===== config.mk =====
export PLATFORM = sky130hd
export DESIGN_NAME = ascii_decimal_to_fixed_unit
export DESIGN_NICKNAME = d
export VERILOG_FILES = /design/src/design/adf_pkg.sv /design/src/design/adf_front.sv /design/src/design/adf_queue.sv /design/src/design/adf_back.sv /design/src/design/ascii_decimal_to_fixed_unit.sv
export SDC_FILE = /design/constraint.sdc
export NUM_CORES = 1
export LEC_CHECK = 0
export ABC_AREA = 1
export BUFFER_PORTS_ARGS = -buffer_cell sky130_fd_sc_hd__buf_4
export CAP_MARGIN = 20
export CORE_ASPECT_RATIO = 1.2
export CORE_UTILIZATION = 40
export CTS_BUF_LIST = sky130_fd_sc_hd__clkbuf_16
export DETAILED_ROUTE_END_ITERATION = 8
export GPL_TIMING_DRIVEN = 0
export PLACE_DENSITY = 0.65
export RECOVER_POWER = 100
export REMOVE_ABC_BUFFERS = 1
export SLEW_MARGIN = 20
export SYNTH_ARGS = -nofsm -noshare
export SYNTH_HDL_FRONTEND = slang
export SYNTH_HIERARCHICAL = 1
export SYNTH_SLANG_ARGS = --single-unit

===== constraint.sdc =====
create_clock -name clk_i -period 6.05 [get_ports clk_i]
set_clock_uncertainty 0.1 [all_clocks]
set_input_delay 1.21 -clock clk_i [delete_from_list [all_inputs] [get_ports clk_i]]
set_output_delay 1.21 -clock clk_i [all_outputs]
set_load 0.02 [all_outputs]

===== src/design/adf_pkg.sv =====
// Shared types and constants for the ASCII decimal to fixed-point unit.
// Used by the parser front end, the job queue, the divider back end and the top level.
// No dependencies.
`timescale 1ns / 1ps
`default_nettype none

package adf_pkg;

  // Number format
  localparam int INT_BITS        = 16;
  localparam int FRAC_BITS       = 32;
  localparam int MAX_FRAC_DIGITS = 12;
  localparam int VALUE_W         = INT_BITS + FRAC_BITS + 1;
  localparam int MAG_W           = INT_BITS + FRAC_BITS;
  // Twelve decimal digits need 40 bits
  localparam int FRAC_ACC_W      = 40;
  localparam int CNT_W           = 4;
  localparam int ITER_W          = $clog2(FRAC_BITS);

  // Job queue between parser and divider
  localparam int QUEUE_DEPTH = 2;
  localparam int QPTR_W      = $clog2(QUEUE_DEPTH);
  localparam int QCNT_W      = $clog2(QUEUE_DEPTH + 1);

  // Character codes
  localparam logic [7:0] CH_NUL   = 8'h00;
  localparam logic [7:0] CH_TAB   = 8'h09;
  localparam logic [7:0] CH_CR    = 8'h0d;
  localparam logic [7:0] CH_SPACE = 8'h20;
  localparam logic [7:0] CH_PLUS  = 8'h2b;
  localparam logic [7:0] CH_MINUS = 8'h2d;
  localparam logic [7:0] CH_DOT   = 8'h2e;
  localparam logic [7:0] CH_ZERO  = 8'h30;
  localparam logic [7:0] CH_NINE  = 8'h39;

  // Powers of ten, indexed by fraction digit count
  localparam logic [FRAC_ACC_W-1:0] POW10 [0:12] = '{
    40'd1,
    40'd10,
    40'd100,
    40'd1000,
    40'd10000,
    40'd100000,
    40'd1000000,
    40'd10000000,
    40'd100000000,
    40'd1000000000,
    40'd10000000000,
    40'd100000000000,
    40'd1000000000000
  };

  // Parser phase
  typedef enum logic [2:0] {
    PH_LEAD,
    PH_INT,
    PH_FRAC,
    PH_TRAIL,
    PH_ERR
  } phase_e;

  // Divider back end state
  typedef enum logic [1:0] {
    BK_IDLE,
    BK_DIV,
    BK_FIN
  } back_state_e;

  // One parsed number, waiting for scaling
  typedef struct packed {
    logic                  ok;
    logic                  negative;
    logic                  overflow;
    logic [INT_BITS-1:0]   int_part;
    logic [FRAC_ACC_W-1:0] frac_acc;
    logic [CNT_W-1:0]      frac_count;
  } job_t;

  // Queue status seen by both sides
  typedef struct packed {
    logic full;
    logic not_empty;
  } queue_status_t;

endpackage

`default_nettype wire


===== src/design/adf_front.sv =====
// Parser front end: takes one character per transaction and builds a job at end of string.
// Depends on adf_pkg.
`timescale 1ns / 1ps
`default_nettype none

module adf_front (
  input  wire logic                  clk_i,
  input  wire logic                  rst_ni,
  input  wire logic                  in_valid_i,
  output logic                       in_stall_o,
  input  wire logic [7:0]            ch_i,
  input  wire logic                  is_end_i,
  input  wire adf_pkg::queue_status_t q_status_i,
  output logic                       push_o,
  output adf_pkg::job_t              job_o
);

  localparam int IW = adf_pkg::INT_BITS + 4;

  adf_pkg::phase_e phase_q, phase_d;
  logic                           negative_q, seen_q, ovf_q;
  logic [adf_pkg::INT_BITS-1:0]   int_q;
  logic [adf_pkg::FRAC_ACC_W-1:0] frac_q;
  logic [adf_pkg::CNT_W-1:0]      cnt_q;

  logic       accept, is_end, is_space, is_digit, is_sign;
  logic [7:0] diff;
  logic [3:0] digit;
  logic [IW-1:0] int_next;
  logic [adf_pkg::FRAC_ACC_W-1:0] frac_next;
  logic int_dig, frac_dig, dot_take, sign_take;

  // Hold every character while the job queue is full
  assign in_stall_o = q_status_i.full;
  assign accept     = in_valid_i && !in_stall_o;

  // Character classes
  assign is_end   = is_end_i || (ch_i == adf_pkg::CH_NUL);
  assign is_space = (ch_i == adf_pkg::CH_SPACE) ||
                    (ch_i inside {[adf_pkg::CH_TAB:adf_pkg::CH_CR]});
  assign is_digit = ch_i inside {[adf_pkg::CH_ZERO:adf_pkg::CH_NINE]};
  assign is_sign  = (ch_i == adf_pkg::CH_MINUS) || (ch_i == adf_pkg::CH_PLUS);
  assign diff     = ch_i - adf_pkg::CH_ZERO;
  assign digit    = diff[3:0];

  // Times ten plus digit, as shift and add
  assign int_next  = ({4'b0, int_q} << 3) + ({4'b0, int_q} << 1) + IW'(digit);
  assign frac_next = (frac_q << 3) + (frac_q << 1) + adf_pkg::FRAC_ACC_W'(digit);

  // Phase transitions
  always_comb begin
    phase_d = phase_q;
    case (phase_q)
      adf_pkg::PH_LEAD: begin
        if (is_space) phase_d = adf_pkg::PH_LEAD;
        else if (is_sign || is_digit) phase_d = adf_pkg::PH_INT;
        else if (ch_i == adf_pkg::CH_DOT) phase_d = adf_pkg::PH_FRAC;
        else phase_d = adf_pkg::PH_ERR;
      end
      adf_pkg::PH_INT: begin
        if (is_digit) phase_d = adf_pkg::PH_INT;
        else if (ch_i == adf_pkg::CH_DOT) phase_d = adf_pkg::PH_FRAC;
        else if (is_space) phase_d = adf_pkg::PH_TRAIL;
        else phase_d = adf_pkg::PH_ERR;
      end
      adf_pkg::PH_FRAC: begin
        if (is_digit) phase_d = adf_pkg::PH_FRAC;
        else if (is_space) phase_d = adf_pkg::PH_TRAIL;
        else phase_d = adf_pkg::PH_ERR;
      end
      adf_pkg::PH_TRAIL: begin
        if (!is_space) phase_d = adf_pkg::PH_ERR;
      end
      default: phase_d = adf_pkg::PH_ERR;
    endcase
  end

  // What this character does to the accumulators
  always_comb begin
    int_dig   = is_digit && (phase_q == adf_pkg::PH_LEAD || phase_q == adf_pkg::PH_INT);
    frac_dig  = is_digit && (phase_q == adf_pkg::PH_FRAC) &&
                (cnt_q < adf_pkg::CNT_W'(adf_pkg::MAX_FRAC_DIGITS));
    dot_take  = (ch_i == adf_pkg::CH_DOT) &&
                (phase_q == adf_pkg::PH_LEAD || phase_q == adf_pkg::PH_INT);
    sign_take = is_sign && (phase_q == adf_pkg::PH_LEAD);
  end

  // Parser state; cleared after each end of string
  always_ff @(posedge clk_i or negedge rst_ni) begin
    if (!rst_ni) begin
      phase_q    <= adf_pkg::PH_LEAD;
      negative_q <= 1'b0;
      seen_q     <= 1'b0;
      ovf_q      <= 1'b0;
      int_q      <= '0;
      frac_q     <= '0;
      cnt_q      <= '0;
    end else if (accept) begin
      if (is_end) begin
        phase_q    <= adf_pkg::PH_LEAD;
        negative_q <= 1'b0;
        seen_q     <= 1'b0;
        ovf_q      <= 1'b0;
        int_q      <= '0;
        frac_q     <= '0;
        cnt_q      <= '0;
      end else begin
        phase_q <= phase_d;
        if (sign_take) negative_q <= (ch_i == adf_pkg::CH_MINUS);
        if (int_dig || dot_take) seen_q <= 1'b1;
        if (int_dig && !ovf_q) begin
          if (int_next[IW-1:adf_pkg::INT_BITS] != '0) begin
            ovf_q <= 1'b1;
            int_q <= '1;
          end else begin
            int_q <= int_next[adf_pkg::INT_BITS-1:0];
          end
        end
        if (frac_dig) begin
          frac_q <= frac_next;
          cnt_q  <= cnt_q + 1'b1;
        end
      end
    end
  end

  // Job handed to the queue at end of string
  assign push_o = accept && is_end;
  always_comb begin
    job_o.ok         = (phase_q != adf_pkg::PH_ERR) && seen_q;
    job_o.negative   = negative_q;
    job_o.overflow   = ovf_q;
    job_o.int_part   = int_q;
    job_o.frac_acc   = frac_q;
    job_o.frac_count = cnt_q;
  end

endmodule

`default_nettype wire


===== src/design/adf_queue.sv =====
// Short job queue between the parser and the divider.
// Depends on adf_pkg.
`timescale 1ns / 1ps
`default_nettype none

module adf_queue (
  input  wire logic          clk_i,
  input  wire logic          rst_ni,
  input  wire logic          push_i,
  input  wire adf_pkg::job_t wr_job_i,
  input  wire logic          pop_i,
  output adf_pkg::job_t      rd_job_o,
  output adf_pkg::queue_status_t status_o
);

  adf_pkg::job_t entry_q [adf_pkg::QUEUE_DEPTH];
  logic [adf_pkg::QPTR_W-1:0] wr_ptr_q, rd_ptr_q;
  logic [adf_pkg::QCNT_W-1:0] count_q;

  assign status_o.full      = (count_q == adf_pkg::QCNT_W'(adf_pkg::QUEUE_DEPTH));
  assign status_o.not_empty = (count_q != '0);
  assign rd_job_o           = entry_q[rd_ptr_q];

  // Storage
  always_ff @(posedge clk_i) begin
    if (push_i) entry_q[wr_ptr_q] <= wr_job_i;
  end

  // Pointers and fill level
  always_ff @(posedge clk_i or negedge rst_ni) begin
    if (!rst_ni) begin
      wr_ptr_q <= '0;
      rd_ptr_q <= '0;
      count_q  <= '0;
    end else begin
      if (push_i) wr_ptr_q <= wr_ptr_q + 1'b1;
      if (pop_i)  rd_ptr_q <= rd_ptr_q + 1'b1;
      if (push_i && !pop_i)      count_q <= count_q + 1'b1;
      else if (pop_i && !push_i) count_q <= count_q - 1'b1;
    end
  end

endmodule

`default_nettype wire


===== src/design/adf_back.sv =====
// Divider back end: scales the fraction digits by restoring division, applies sign, holds result.
// Depends on adf_pkg.
`timescale 1ns / 1ps
`default_nettype none

module adf_back (
  input  wire logic                  clk_i,
  input  wire logic                  rst_ni,
  input  wire adf_pkg::queue_status_t q_status_i,
  input  wire adf_pkg::job_t         job_i,
  output logic                       pop_o,
  output logic                       out_valid_o,
  input  wire logic                  out_stall_i,
  output logic                       accepted_o,
  output logic signed [adf_pkg::VALUE_W-1:0] value_o,
  output logic                       saturated_o
);

  localparam int FW = adf_pkg::FRAC_ACC_W;

  adf_pkg::back_state_e state_q, state_d;

  logic                         ok_q, neg_q, ovf_q;
  logic [adf_pkg::INT_BITS-1:0] int_q;
  logic [FW-1:0]                rem_q, den_q;
  logic [adf_pkg::FRAC_BITS-1:0] quot_q;
  logic [adf_pkg::ITER_W-1:0]   iter_q;

  logic                         out_valid_q, accepted_q, saturated_q;
  logic [adf_pkg::VALUE_W-1:0]  value_q;

  logic          out_free, load_out, last_iter;
  logic [FW:0]   rem2, rem_sub;
  logic          ge;
  logic [adf_pkg::MAG_W-1:0]   mag;
  logic [adf_pkg::VALUE_W-1:0] mag_x, value_d;

  assign out_free  = !out_valid_q || !out_stall_i;
  assign last_iter = (iter_q == adf_pkg::ITER_W'(adf_pkg::FRAC_BITS - 1));

  // Next state
  always_comb begin
    state_d = state_q;
    case (state_q)
      adf_pkg::BK_IDLE: begin
        if (q_status_i.not_empty) begin
          if (job_i.ok && !job_i.overflow) state_d = adf_pkg::BK_DIV;
          else state_d = adf_pkg::BK_FIN;
        end
      end
      adf_pkg::BK_DIV: begin
        if (last_iter) state_d = adf_pkg::BK_FIN;
      end
      adf_pkg::BK_FIN: begin
        if (out_free) state_d = adf_pkg::BK_IDLE;
      end
      default: state_d = adf_pkg::BK_IDLE;
    endcase
  end

  // State outputs
  always_comb begin
    pop_o    = 1'b0;
    load_out = 1'b0;
    case (state_q)
      adf_pkg::BK_IDLE: pop_o    = q_status_i.not_empty;
      adf_pkg::BK_FIN:  load_out = out_free;
      default: begin
        pop_o    = 1'b0;
        load_out = 1'b0;
      end
    endcase
  end

  // One restoring division step: shift, compare, subtract
  assign rem2    = {rem_q, 1'b0};
  assign rem_sub = rem2 - {1'b0, den_q};
  assign ge      = (rem2 >= {1'b0, den_q});

  // Magnitude, then sign
  assign mag     = ovf_q ? '1 : {int_q, quot_q};
  assign mag_x   = {1'b0, mag};
  assign value_d = !ok_q ? '0 : (neg_q ? ('0 - mag_x) : mag_x);

  always_ff @(posedge clk_i or negedge rst_ni) begin
    if (!rst_ni) state_q <= adf_pkg::BK_IDLE;
    else         state_q <= state_d;
  end

  // Job datapath; the fraction digits are always below their power of ten
  always_ff @(posedge clk_i) begin
    if (pop_o) begin
      ok_q   <= job_i.ok;
      neg_q  <= job_i.negative;
      ovf_q  <= job_i.overflow;
      int_q  <= job_i.int_part;
      rem_q  <= job_i.frac_acc;
      den_q  <= adf_pkg::POW10[job_i.frac_count];
      quot_q <= '0;
      iter_q <= '0;
    end else if (state_q == adf_pkg::BK_DIV) begin
      quot_q <= {quot_q[adf_pkg::FRAC_BITS-2:0], ge};
      rem_q  <= ge ? rem_sub[FW-1:0] : rem2[FW-1:0];
      iter_q <= iter_q + 1'b1;
    end
  end

  // Output register
  always_ff @(posedge clk_i or negedge rst_ni) begin
    if (!rst_ni) begin
      out_valid_q <= 1'b0;
    end else if (load_out) begin
      out_valid_q <= 1'b1;
    end else if (!out_stall_i) begin
      out_valid_q <= 1'b0;
    end
  end

  always_ff @(posedge clk_i) begin
    if (load_out) begin
      accepted_q  <= ok_q;
      saturated_q <= ok_q && ovf_q;
      value_q     <= value_d;
    end
  end

  assign out_valid_o = out_valid_q;
  assign accepted_o  = accepted_q;
  assign saturated_o = saturated_q;
  assign value_o     = value_q;

  // Remainder stays below the divisor while dividing
  a_rem_below_den: assert property (@(posedge clk_i) disable iff (!rst_ni)
    state_q == adf_pkg::BK_DIV |-> rem_q < den_q)
    else $error("remainder not below divisor");

  // A saturated result is always an accepted one
  a_sat_ok: assert property (@(posedge clk_i) disable iff (!rst_ni)
    out_valid_q && saturated_q |-> accepted_q)
    else $error("saturated flag on rejected result");

  // Rejected results carry a zero value
  a_rej_zero: assert property (@(posedge clk_i) disable iff (!rst_ni)
    out_valid_q && !accepted_q |-> value_q == '0)
    else $error("rejected result with nonzero value");

  // Division ends only after the last quotient bit
  a_div_len: assert property (@(posedge clk_i) disable iff (!rst_ni)
    state_q == adf_pkg::BK_DIV && state_d == adf_pkg::BK_FIN |-> last_iter)
    else $error("division left early");

endmodule

`default_nettype wire


===== src/design/ascii_decimal_to_fixed_unit.sv =====
// ASCII decimal string to signed fixed-point converter, top level.
// Instantiates adf_front, adf_queue and adf_back; depends on adf_pkg.
`timescale 1ns / 1ps
`default_nettype none

// Characters are taken one per cycle; in_stall_o rises only when both job queue entries
// are occupied. Each end of string (is_end_i or a zero byte) becomes a job for the back
// end, which loads it, scales the fraction digits by restoring division (skipped for
// rejected or overflowing jobs) and signs the value into the output register. The back
// end takes one job at a time and pops the next only after the last result is loaded, so
// short strings can be held up by the divider. value_o is two's complement with a sign
// bit, 16 integer and 32 fraction bits; integer overflow clamps the magnitude to all ones
// and raises saturated_o.
module ascii_decimal_to_fixed_unit (
  input  wire logic        clk_i,
  input  wire logic        rst_ni,
  input  wire logic        in_valid_i,
  output logic             in_stall_o,
  input  wire logic [7:0]  ch_i,
  input  wire logic        is_end_i,
  output logic             out_valid_o,
  input  wire logic        out_stall_i,
  output logic             accepted_o,
  output logic signed [adf_pkg::VALUE_W-1:0] value_o,
  output logic             saturated_o
);

  adf_pkg::job_t          push_job, pop_job;
  adf_pkg::queue_status_t q_status;
  logic                   push, pop;

  adf_front u_front (
    .clk_i      (clk_i),
    .rst_ni     (rst_ni),
    .in_valid_i (in_valid_i),
    .in_stall_o (in_stall_o),
    .ch_i       (ch_i),
    .is_end_i   (is_end_i),
    .q_status_i (q_status),
    .push_o     (push),
    .job_o      (push_job)
  );

  adf_queue u_queue (
    .clk_i    (clk_i),
    .rst_ni   (rst_ni),
    .push_i   (push),
    .wr_job_i (push_job),
    .pop_i    (pop),
    .rd_job_o (pop_job),
    .status_o (q_status)
  );

  adf_back u_back (
    .clk_i       (clk_i),
    .rst_ni      (rst_ni),
    .q_status_i  (q_status),
    .job_i       (pop_job),
    .pop_o       (pop),
    .out_valid_o (out_valid_o),
    .out_stall_i (out_stall_i),
    .accepted_o  (accepted_o),
    .value_o     (value_o),
    .saturated_o (saturated_o)
  );

endmodule

`default_nettype wire


-- Yosys cells after proc, flatten, opt, wreduce, memory -nomap -nowiden
Memories as Yosys holds them, arrays and structs flattened. A register that Yosys moved wholly into a read port is not among the register bits.
Index checks and enable logic that the tools add are counted.
- register bits after elaboration: 220
- RAM bits: 126
- bits in read-only memories: 640
- input bits: 13
- output and inout bits: 53
- word-level logic and storage cells: 153
- memories: 2
- memory list (memory ; words ; width ; read ports ; clocked after Yosys merged registers in ; wr ports ; RTL line ; text):
    (no name shown) ; 16 ; 40 ; 1 ; 1 ; 0 ; adf_back.sv:98 ; den_q <= adf_pkg::POW10[job_i.frac_count];
    u_queue.entry_q ; 2 ; 63 ; 1 ; 0 ; 1 ; adf_queue.sv:16 ; adf_pkg::job_t entry_q [adf_pkg::QUEUE_DEPTH];
- $add $sub $neg: 13
- order comparisons: 6
- equal/unequal tests: 17
- mux-type cells: 42
- bitwise logic cells: 1
- reduce and logical (&&, ||, !) cells: 49
- operators with widths (operator ; number):
    $mux 40 ; 5
    $mux 48 ; 2
    $sub 1x48->49 const A ; 1
    $mux 16 ; 3
    $ge 41x40->1 ; 1
    $add 40x4->40 ; 1
    $add 40x40->40 ; 1
    $sub 40x40->40 ; 1
    $eq 8x6->1 const B ; 4
    $mux 3 ; 9
    $add 19x17->20 ; 1
    $add 20x4->20 ; 1
    $reduce_bool 2->1 ; 8
    $logic_and 1x1->1 ; 15
    $mux 1 ; 13
    $mux 2 ; 6
    $pmux 3 s4 ; 1
    $reduce_and 2->1 ; 6
    $ge 8x4->1 const B ; 1
    $ge 8x6->1 const B ; 1
    $le 8x4->1 const B ; 1
    $le 8x6->1 const B ; 1
    $logic_not 8->1 ; 1
    $mux 4 ; 2
    23 further kinds ; 42

-- Longest topological paths before layout
Gate-level depths: netlist of the first run.
- depth after elaboration: 8
- depth in mapped cells: 18
- mapped depth without buffers: 17

-- Modules after synthesis
Netlist of the first run, hierarchy kept.
- modules (own cells, without submodules) (module ; times used ; cells an instance ; area an instance (um^2) ; sequential area each (um^2)):
    adf_back ; 1 ; 1737 ; 12513.3 ; 5079.9
    adf_front ; 1 ; 1013 ; 7013.0 ; 1651.6
    adf_queue ; 1 ; 221 ; 5052.3 ; 3883.7

-- Worst setup path after synthesis of the first run
OpenSTA, ideal clock, no wires.
- kind: input-to-reg
- from: input port ch_i[7]
- to: memory u_queue/entry_q[0][0] in the netlist's numbering, enable pin
- library setup time: 0.485 ns
- data arrival time: 4.541 ns
- data required time: 5.465 ns
- slack: 0.924 ns
- stages on the path: 7
- path buffers: 0
- cell sequence: nor2_1 nand2_1 nor2_4 nor2_8 nor2_8 inv_1 nor2_1
- word-level cells in the longest chain between the ends: 5
- RTL lines (element ; RTL line ; text):
    from (decl) ; ascii_decimal_to_fixed_unit.sv:19 ; input wire logic [7:0] ch_i,
    $logic_not 8->1 ; adf_front.sv:38 ; assign is_end = is_end_i || (ch_i == adf_pkg::CH_NUL);
    $logic_or 1x1->1 ; adf_front.sv:38 ;
    $logic_and 1x1->1 ; adf_front.sv:128 ; assign push_o = accept && is_end;
    via push ; ascii_decimal_to_fixed_unit.sv:30 ; logic push, pop;
    $mux 1 ; adf_queue.sv:26 ; if (push_i) entry_q[wr_ptr_q] <= wr_job_i;
    $mux 1 (implied by the code) ; adf_queue.sv:26 ;
    to (decl) ; adf_queue.sv:16 ;
The timed path passes the listed nets, and every way through them passes these cells.

-- Worst setup path after layout of the first run
- from: register u_back.ovf_q
- to: register u_back.value_q (netlist bit u_back/value_o[27]) (data pin)
- word-level cells in the longest chain between the ends: 3
- RTL lines (element ; RTL line ; text):
    from (decl) ; adf_back.sv:23 ; logic ok_q, neg_q, ovf_q;
    from (signal assigned) ; adf_back.sv:95 ; ovf_q <= job_i.overflow;
    $mux 48 (*) ; adf_back.sv:81 ; assign mag = ovf_q ? '1 : {int_q, quot_q};
    $sub 1x48->49 ; adf_back.sv:83 ; assign value_d = !ok_q ? '0 : (neg_q ? ('0 - mag_x) : mag_x);
    $mux 48 (*) ; adf_back.sv:83 ;
    to (signal assigned) ; adf_back.sv:123 ; value_q <= value_d;
    to (decl) ; adf_back.sv:30 ; logic [adf_pkg::VALUE_W-1:0] value_q;
Every way passes the cells marked *; elsewhere a longest branch is shown, timed or not.
A chain may end at the register's enable or synchronous reset.

==> results.rst, run 1 <==
.. list-table::
   :header-rows: 1

   * - Metric
     - Value
   * - Status
     - finished with violations
   * - Violations in the final reports
     - capacitance limit, slew limit
   * - Mapped Cells
     - 2,971
   * - First-pass GRT wire length
     - 97,300 um
   * - Peak clock frequency supported by timing
     - 0.216 GHz
   * - Register area
     - ~0.011 mm^2
   * - Antenna violations before repair
     - 0
   * - Placement row count
     - between 90 and 100
   * - Cell-by-cell listing of the critical path
     - clkbuf_1, clkbuf_1, clkinv_1, nand2_1, nor2_1, nand2_1, nor2_1, nand3_1, nand2_1, nand2_1, clkinv_1, o21ai_0, a21oi_1
   * - Number of cells in the design after placement
     - 3,794
   * - Class of the tightest hold or removal check
     - flop to flop
   * - Filler cell count in the final layout
     - 6,059
   * - Area of the mapped netlist
     - approximately 0.025 mm^2
   * - Post-detailed-routing wire length
     - approximately 60,000 um
   * - Initial standard-cell utilization of the core
     - 0.404
   * - Detailed-placement wirelength estimate
     - around 47,000 um
   * - Worst vdd rail ir drop
     - approximately 0.00037 V
   * - Flop pwr share
     - 0.306
   * - TritonCTS clock tree
     - built
   * - Post-synth ARST share
     - 0.193
   * - Static leakage
     - roughly 12 nW
   * - Worst Path Arrival
     - 4820 ps
   * - H-tree depth
     - 2
   * - Cell variety after synth
     - 59
   * - Via count normalized by instance count
     - approximately 5
   * - Crit start category
     - flop
   * - Antenna Nets Post-Route
     - 0
   * - PostCTS Resize Cnt
     - 0
   * - Clock sink count
     - approximately 380
   * - Clock-pin slew on the worst setup and hold paths
     - about 60 ps
   * - Count of endpoints failing hold in the final timing report
     - 0
   * - Yosys top cell area share
     - 0.327
   * - Final setup violation count
     - 0
   * - Shortest period the worst path allows
     - 4620 ps
   * - Total power per unit cell area
     - slightly above 500 mW/mm^2
   * - Count of non-filler cells in the finished layout
     - roughly 3.9k
   * - Overall die area
     - 0.0624 mm^2
   * - Die Wd
     - ~230 um
   * - Prevailing post-synth register cell
     - sky130_fd_sc_hd__edfxtp_1
   * - CP max stage delay
     - between 800 and 900 ps
   * - #FFs+latches synth
     - 378
   * - Average size of a mapped cell
     - just over 8 um^2
   * - Cell internal power dissipation
     - 7.53 mW
   * - CTS Buf Count
     - 38
   * - Number of iterations in the first detailed-routing pass
     - 5
   * - Slew margin rel.
     - -0.673
   * - Insertion delay of the later-clocked pin in the worst-skew pair
     - roughly 550 ps
   * - Number of buffers inserted to repair setup after CTS
     - 0
   * - Critical path buffers and inverters
     - 4
   * - CP max FO
     - 19
   * - Std-Cell Core Area
     - just over 0.06 mm^2
   * - Depth of the critical timing path with buffers and inverters included
     - 13
   * - Hold_buf cts
     - 0
   * - Vias in the first global route
     - 18.9k
   * - RSZ-0062 raised after global routing
     - no
   * - Setup crit end kind
     - flop
   * - Number of remaining DRC errors
     - 0
   * - Logic pwr share
     - 0.511
   * - Avg WL per Cell
     - around 16 um
   * - Synthesis warning total
     - 6
   * - Fraction of the cycle the final worst path needs
     - 0.764
   * - Fraction of the yosys area taken by sequential cells
     - 0.432
   * - Part of the total power dissipated in the clock network
     - 0.182
   * - Number of violations of the max-capacitance limit
     - 8
   * - Global router's overall resource usage
     - 0.193
   * - Die Y-Extent
     - between 200 and 300 um
   * - Top-level I/O count
     - 66
   * - Final net count
     - about 3.2k
   * - Fraction of layout cells with a size suffix above 1
     - 0.0657
   * - Net switching component of the power
     - 5.93 mW
   * - Worst hold stages
     - 0
   * - Total global routing overflow
     - 0
   * - Start-to-end type of the worst setup path
     - flop to flop
   * - Total via count in the routed design
     - between 15k and 20k
   * - Family of cells with the greatest summed delay on the critical path
     - buffers and inverters
   * - Required time reported for the critical path endpoint
     - about 6200 ps
   * - Cell type with the highest aggregate area in the netlist
     - sky130_fd_sc_hd__edfxtp_1
   * - RePlAce Congestion
     - 0.945
   * - Sw Ratio
     - 0.440
   * - Top area cells in the synthesized netlist
     - sky130_fd_sc_hd__edfxtp_1 (33%), sky130_fd_sc_hd__nand2_1 (14%), sky130_fd_sc_hd__ha_1 (7.8%)
   * - Detailed Route Iter0 Violations
     - 1,172
   * - Largest net degree at the start of global routing
     - 74
   * - P&R area growth vs syn
     - 8.55%
   * - Number of buffers on the longest clock path
     - 3
   * - Max Slew Vio Count
     - between 200 and 300
   * - Area occupied by multi-input gates
     - 0.0118 mm^2
   * - Crit path top cell by count
     - sky130_fd_sc_hd__nand2_1
   * - EDFF count, synth
     - roughly 270
   * - Cell type of the slowest stage on the worst timing path
     - sky130_fd_sc_hd__clkinv_1
   * - Depth of the worst register-to-register path
     - 13
   * - N_diodes
     - 0
   * - Port Buffers
     - between 60 and 70
   * - End-of-flow core utilization
     - 0.439
   * - Least-Margin Pin Slew
     - 2510 ps
   * - Root Buffer
     - sky130_fd_sc_hd__clkbuf_16
[cell usage after synthesis, types with 29 or more instances]
master and count:
sky130_fd_sc_hd__nand2_1 905, sky130_fd_sc_hd__inv_1 369, sky130_fd_sc_hd__edfxtp_1 268, sky130_fd_sc_hd__nor2_1 238, sky130_fd_sc_hd__nand3_1 167, sky130_fd_sc_hd__ha_1 154
sky130_fd_sc_hd__a21oi_1 151, sky130_fd_sc_hd__o21ai_0 94, sky130_fd_sc_hd__dfrtp_1 73, sky130_fd_sc_hd__mux2_4 59, sky130_fd_sc_hd__nand3b_1 47, sky130_fd_sc_hd__nor3_1 42
sky130_fd_sc_hd__dfxtp_1 37, sky130_fd_sc_hd__o22ai_1 33, sky130_fd_sc_hd__xnor2_1 30, sky130_fd_sc_hd__o21ai_1 29
[metrics by stage]
stage / TNS [ps] / power (mW) / worst slack, ps / hold WS, ps / cell area, um^2
global route: 0 / 14.5 / 946 / 392 / 26700
CTS: 0 / 13.8 / 2100 / 378 / 27300
finish: 0 / 13.5 / 1430 / 372 / 26700
global placement: -542870 / 11.2 / -5130 / 352 / 25600
detailed placement: 0 / 11.4 / 1940 / 356 / 26000
floorplan: -119710 / 9.22 / -1680 / 342 / 24100
[layer usage]
layer	vias up	part of all wire	GRT usage	routed length [um]
met5	-	0	0	0
met4	0	0.034	0.0710	2050
met3	115	0.034	0.0179	2070
met2	334	0.50	0.355	30200
met1	8842	0.43	0.234	26000
li1	9918	-	-	-
[cell usage in the layout (no fill, tap or decap), types with 30 or more instances in the layout]
master                      count
sky130_fd_sc_hd__dfrtp_1       73
sky130_fd_sc_hd__nand3b_1      47
sky130_fd_sc_hd__mux2_4        41
sky130_fd_sc_hd__edfxtp_1     268
sky130_fd_sc_hd__nand3_1      170
sky130_fd_sc_hd__inv_1        379
sky130_fd_sc_hd__o22ai_1       33
sky130_fd_sc_hd__clkbuf_16     39
sky130_fd_sc_hd__nand2_1      912
sky130_fd_sc_hd__dfxtp_1       37
sky130_fd_sc_hd__nor2_1       246
sky130_fd_sc_hd__xnor2_1       30
sky130_fd_sc_hd__clkbuf_1      64
sky130_fd_sc_hd__ha_1         154
sky130_fd_sc_hd__o21ai_0      124
sky130_fd_sc_hd__nor3_1        43
sky130_fd_sc_hd__a21oi_1      152
[power groups by stage]
stage / registers [mW] / logic (mW) / clock network (mW)
after global routing: 4.20 / 7.73 / 2.61
after floorplan: 4.41 / 4.81 / 0
after global placement: 4.42 / 6.82 / 0
after CTS: 4.15 / 7.19 / 2.51
after detailed placement: 4.20 / 7.15 / 0
final: 4.12 / 6.88 / 2.45
[state kept, by name, indices dropped and copies added, names as in the netlist, 2 cells and up]
register and count:
u_back/den_q 32, u_back/value_o 49, u_back/rem_q 40, u_back/state_q 2, u_back/quot_q 32, u_back/int_q 16
u_front/int_q 16, u_front/phase_q 3, u_back/iter_q 5, u_queue/entry_q 126, u_front/frac_q 40, u_queue/count_q 2
u_front/cnt_q 4
[path summary, 6_finish.rpt]
path	endpoint	from	slack [ps]
max	u_back/value_o[27]	u_back/ovf_q	1430
min	u_queue/entry_q[0][60]	u_front/ovf_q	370
max reg2reg	u_back/value_o[27]	u_back/ovf_q	1430
min reg2reg	u_queue/entry_q[0][60]	u_front/ovf_q	370
max in group asynchronous	u_back/out_valid_o	rst_ni	1650
min in group asynchronous	u_front/frac_q[10]	rst_ni	1040
[logic make-up after synthesis]
family,share of synthesized area
compound gates,0.0808
simple gates,0.271
fa+ha+maj,0.0825
mux,0.0379
xor+xnor,0.0175
buf+inv,0.0782
flops,0.432
[final cells by class]
type | instances | area share
well taps | 808 | 0.0379
repair buffers | 83 | 0.0190
multi-input cells | 2146 | 0.443
clock buffers | 39 | 0.0366
flip-flops and latches | 378 | 0.398
inverters | 381 | 0.0537
clock inverters | 31 | 0.0123
Power figures use the tool's default switching activity.
==> run 2, diff against run 1 <==
--- a/config.mk
+++ b/config.mk
@@ -5,7 +5,7 @@
 export SDC_FILE = /design/constraint.sdc
 export NUM_CORES = 1
 export LEC_CHECK = 0
-export ABC_AREA = 1
+export ABC_AREA = 0
 export BUFFER_PORTS_ARGS = -buffer_cell sky130_fd_sc_hd__buf_4
 export CAP_MARGIN = 20
 export CORE_ASPECT_RATIO = 1.2
==> constraint.sdc (replaced) <==
create_clock -name clk_i -period 4.5 [get_ports clk_i]
set_clock_uncertainty 0.1 [all_clocks]
set_input_delay 0.9 -clock clk_i [delete_from_list [all_inputs] [get_ports clk_i]]
set_output_delay 0.9 -clock clk_i [all_outputs]
set_load 0.02 [all_outputs]
==> run 2 against run 1 <==
Synthesized area shrank 10%. Cell count decreased by 25%. Critical path depth down 6. Register-to-register slack got worse by 1100 ps. Clock-buffer cell count is 2 higher. The flow still finishes with violations (capacitance limit, slew limit). Via count shrank 17%. First-iteration DRC count fell by 17%. Combinational power rose by 23%. Global-route usage shrank 2.3 points. Clock power rose by 37%. Worst hold slack got worse by 6.6 ps. Core utilization increased by 1.0 points.
==> results.rst, run 2 <==
.. list-table::
   :header-rows: 1

   * - Metric
     - Value
   * - Biggest register
     - u_queue/entry_q
   * - Slew margin rel.
     - -0.244 (+0.430)
   * - Average size of a mapped cell
     - 10.3 um^2 (+24%)
   * - Max Slew Vio Count
     - 188 (-31%)
   * - RSZ-0062 raised after global routing
     - no
   * - Final setup violation count
     - 0 (unchanged)
   * - Cell type of the slowest stage on the worst timing path
     - sky130_fd_sc_hd__nor2b_1
   * - Count of endpoints failing hold in the final timing report
     - 0 (unchanged)
   * - Worst vdd rail ir drop
     - 0.000465 V (+27%)
   * - Crit start category
     - primary input
   * - Number of buffers on the longest clock path
     - 3 (unchanged)
   * - Top area cells in the synthesized netlist
     - sky130_fd_sc_hd__edfxtp_1 (36%), sky130_fd_sc_hd__ha_1 (8.7%), sky130_fd_sc_hd__dfrtp_1 (8.3%)
   * - Worst Path Arrival
     - 4330 ps (-490 ps)
   * - RePlAce Congestion
     - 0.906 (-4.1%)
   * - Critical path buffers and inverters
     - 3 (-1)
   * - Overall die area
     - 0.0561 mm^2 (-10%)
   * - Class of the tightest hold or removal check
     - flop to flop
   * - P&R area growth vs syn
     - 10.2%
   * - Antenna violations before repair
     - 0 (unchanged)
   * - Total via count in the routed design
     - 15.9k (-17%)
   * - End-of-flow core utilization
     - 0.449 (+0.0104)
   * - Avg WL per Cell
     - 16.5 um (+5.9%)
   * - Number of buffers inserted to repair setup after CTS
     - 0 (unchanged)
   * - Top-count cell post-synth
     - sky130_fd_sc_hd__edfxtp_1
   * - Total global routing overflow
     - 0 (unchanged)
   * - Status
     - finished with violations
   * - Antenna Nets Post-Route
     - 0 (unchanged)
   * - Final net count
     - 2,340 (-27%)
   * - Cell-by-cell listing of the critical path
     - clkbuf_1, nor4_1, a31o_1, and2_0, nor2b_1, buf_12, buf_12
   * - Least-Margin Pin Slew
     - 1870 ps (-645 ps)
   * - CP max stage delay
     - 1270 ps (+420 ps)
   * - Most used cells in the layout excluding fill and tap cells
     - sky130_fd_sc_hd__edfxtp_1 (268), sky130_fd_sc_hd__nand2_1 (262), sky130_fd_sc_hd__nor2_1 (226), sky130_fd_sc_hd__o21ai_0 (165), sky130_fd_sc_hd__ha_1 (154)
   * - Cell type with the highest aggregate area in the netlist
     - sky130_fd_sc_hd__edfxtp_1
   * - Root Buffer
     - sky130_fd_sc_hd__clkbuf_16
   * - Total power per unit cell area
     - 722 mW/mm^2 (+43%)
   * - Cell variety after synth
     - 88 (+49%)
   * - Family of cells with the greatest summed delay on the critical path
     - simple AND/OR/NAND/NOR gates
   * - First-pass GRT wire length
     - 78,700 um (-19%)
   * - Fraction of the cycle the final worst path needs
     - 0.931
   * - Synthesis warning total
     - 6 (unchanged)
   * - Crit path top cell by count
     - sky130_fd_sc_hd__buf_12
   * - Number of iterations in the first detailed-routing pass
     - 5 (unchanged)
   * - Shortest period the worst path allows
     - roughly 4200 ps
   * - H-tree depth
     - 2 (unchanged)
   * - Peak clock frequency supported by timing
     - around 0.24 GHz
   * - Die Y-Extent
     - 259 um (-5.2%)
   * - Prevailing post-synth register cell
     - sky130_fd_sc_hd__edfxtp_1
   * - Number of remaining DRC errors
     - 0 (unchanged)
   * - Required time reported for the critical path endpoint
     - 4650 ps (-1590 ps)
   * - Launch point of the critical path
     - ch_i[0]
   * - Yosys top cell area share
     - 0.365 (+0.0375)
   * - Global router's overall resource usage
     - 0.170 (-0.0232)
   * - Violations in the final reports
     - capacitance limit, slew limit
   * - TritonCTS clock tree
     - built
   * - Via count normalized by instance count
     - 5.47 (+10%)
   * - Insertion delay of the later-clocked pin in the worst-skew pair
     - 570 ps (+20 ps)
   * - Largest net degree at the start of global routing
     - 74 (unchanged)
   * - Static leakage
     - 9.68 nW (-22%)
   * - Area of the mapped netlist
     - 0.0221 mm^2 (-10%)
   * - Post-synth ARST share
     - 0.193 (unchanged)
   * - Crit Reg-Reg Startpoint
     - u_back/den_q[38]
   * - Post-detailed-routing wire length
     - 48,200 um (-20%)
   * - Leading cell type in the layout, fill and taps excluded
     - sky130_fd_sc_hd__edfxtp_1
   * - Clock sink count
     - 378 (unchanged)
   * - Initial standard-cell utilization of the core
     - 0.408 (+0.00342)
   * - Std-Cell Core Area
     - 0.0541 mm^2 (-11%)
   * - #FFs+latches synth
     - 378 (unchanged)
   * - Start-to-end type of the worst setup path
     - primary input to flop
   * - Setup crit end kind
     - flop
   * - Vias in the first global route
     - 15.5k (-18%)
   * - N_diodes
     - 0 (unchanged)
   * - EDFF count, synth
     - 268 (unchanged)
   * - Leading cell types by count after synthesis
     - sky130_fd_sc_hd__edfxtp_1 (268), sky130_fd_sc_hd__nand2_1 (262), sky130_fd_sc_hd__nor2_1 (227)
   * - Die Wd
     - 216 um (-5.2%)
   * - Max reg flops
     - 126 (unchanged)
   * - Mapped Cells
     - 2,145 (-28%)
   * - Placement row count
     - 93 (-6.1%)
   * - Fraction of layout cells with a size suffix above 1
     - 0.0764 (+0.0107)
   * - Top-level I/O count
     - 66 (unchanged)
   * - Detailed Route Iter0 Violations
     - 971 (-17%)
   * - Worst Hold Launch
     - u_back/iter_q[4]
   * - CTS Buf Count
     - 40 (+5.3%)
   * - Hold_buf cts
     - 0 (unchanged)
   * - Fraction of the yosys area taken by sequential cells
     - 0.481 (+0.0495)
   * - Number of violations of the max-capacitance limit
     - 5 (-3)
   * - Clock-pin slew on the worst setup and hold paths
     - 60 ps (about the same)
   * - Post-Route Setup TNS
     - 0 ps (unchanged)
   * - Port Buffers
     - 65 (unchanged)
   * - Detailed-placement wirelength estimate
     - 34,400 um (-27%)
   * - CP max FO
     - 26 (+7)
run 2: what timing repair did:
action,4_1_cts,5_1_grt
gates resized for setup,1,2
cloned,0,0
endpoints found under the setup margin,5,6
run 2: cell families (layout without fill, tap and decap cells):
group	count (synthesis)	after routing	synth area share
and+or+nand+nor	729	729	0.151
AOI/OAI and AO/OA	523	523	0.151
DFF	378	378	0.481
buffers and inverters	180	234	0.0365
adders and majority gates	159	159	0.0919
xor gates and xnor gates	102	102	0.0405
muxes	74	74	0.0474
run 2: area by class of cell:
cell class	instances	area (um^2)
fill	5032	29800
tap	712	891
clock buffer	41	1030
timing repair buffer	82	544
inverter	79	297
sequential	378	10600
clock inverter	32	333
multi-input combinational	1587	10600
run 2: worst paths after layout:
check / endpoint / slack [ps] / depth (start not counted)
max: u_queue/entry_q[0][35] / 310 / 7
min in group asynchronous: u_front/int_q[11] / 700 / 1
min reg2reg: u_back/iter_q[4] / 370 / 2
min: u_back/iter_q[4] / 370 / 2
max in group asynchronous: u_front/frac_q[30] / 2420 / 1
max reg2reg: u_back/rem_q[27] / 320 / 10
run 2: metal layers:
| layer | up-vias | track usage | part of all wire |
|---|---|---|---|
| met4 | 0 | 0.0554 | 0.023 |
| met2 | 340 | 0.291 | 0.48 |
| met1 | 7637 | 0.224 | 0.46 |
| met5 | - | 0 | 0 |
| met3 | 76 | 0.0198 | 0.040 |
| li1 | 7860 | - | - |
run 2: power by group:
group          internal, mW  switching [mW]
clock                  1.97            1.39
sequential             5.18           0.537
combinational          3.19            5.27
total                  10.3            7.19
run 2: metrics by stage:
step / power [mW] / hold slack, ps / cells / instance area (um^2) / worst slack, ps
after global routing: 18.7 / 398 / 2911 / 24300 / 31.9
final: 17.5 / 366 / 2911 / 24300 / 312
after CTS: 17.9 / 368 / 2911 / 24700 / 149
after global placement: 14.2 / 349 / 2821 / 22900 / -2710
after floorplan: 11.9 / 336 / 2044 / 21500 / -730
after detailed placement: 14.5 / 358 / 2838 / 23400 / -6.65
run 2: worst reg2reg max path, stage by stage (launching register included):
cell and delay, ps:
sky130_fd_sc_hd__edfxtp_1 320, sky130_fd_sc_hd__inv_1 120, sky130_fd_sc_hd__ha_1 450, sky130_fd_sc_hd__and2_0 230, sky130_fd_sc_hd__nand3_1 160, sky130_fd_sc_hd__or3_1 430, sky130_fd_sc_hd__or3_1 370, sky130_fd_sc_hd__nor4_2 450
sky130_fd_sc_hd__nor2_2 340, sky130_fd_sc_hd__a2111oi_0 820, sky130_fd_sc_hd__o22a_1 260
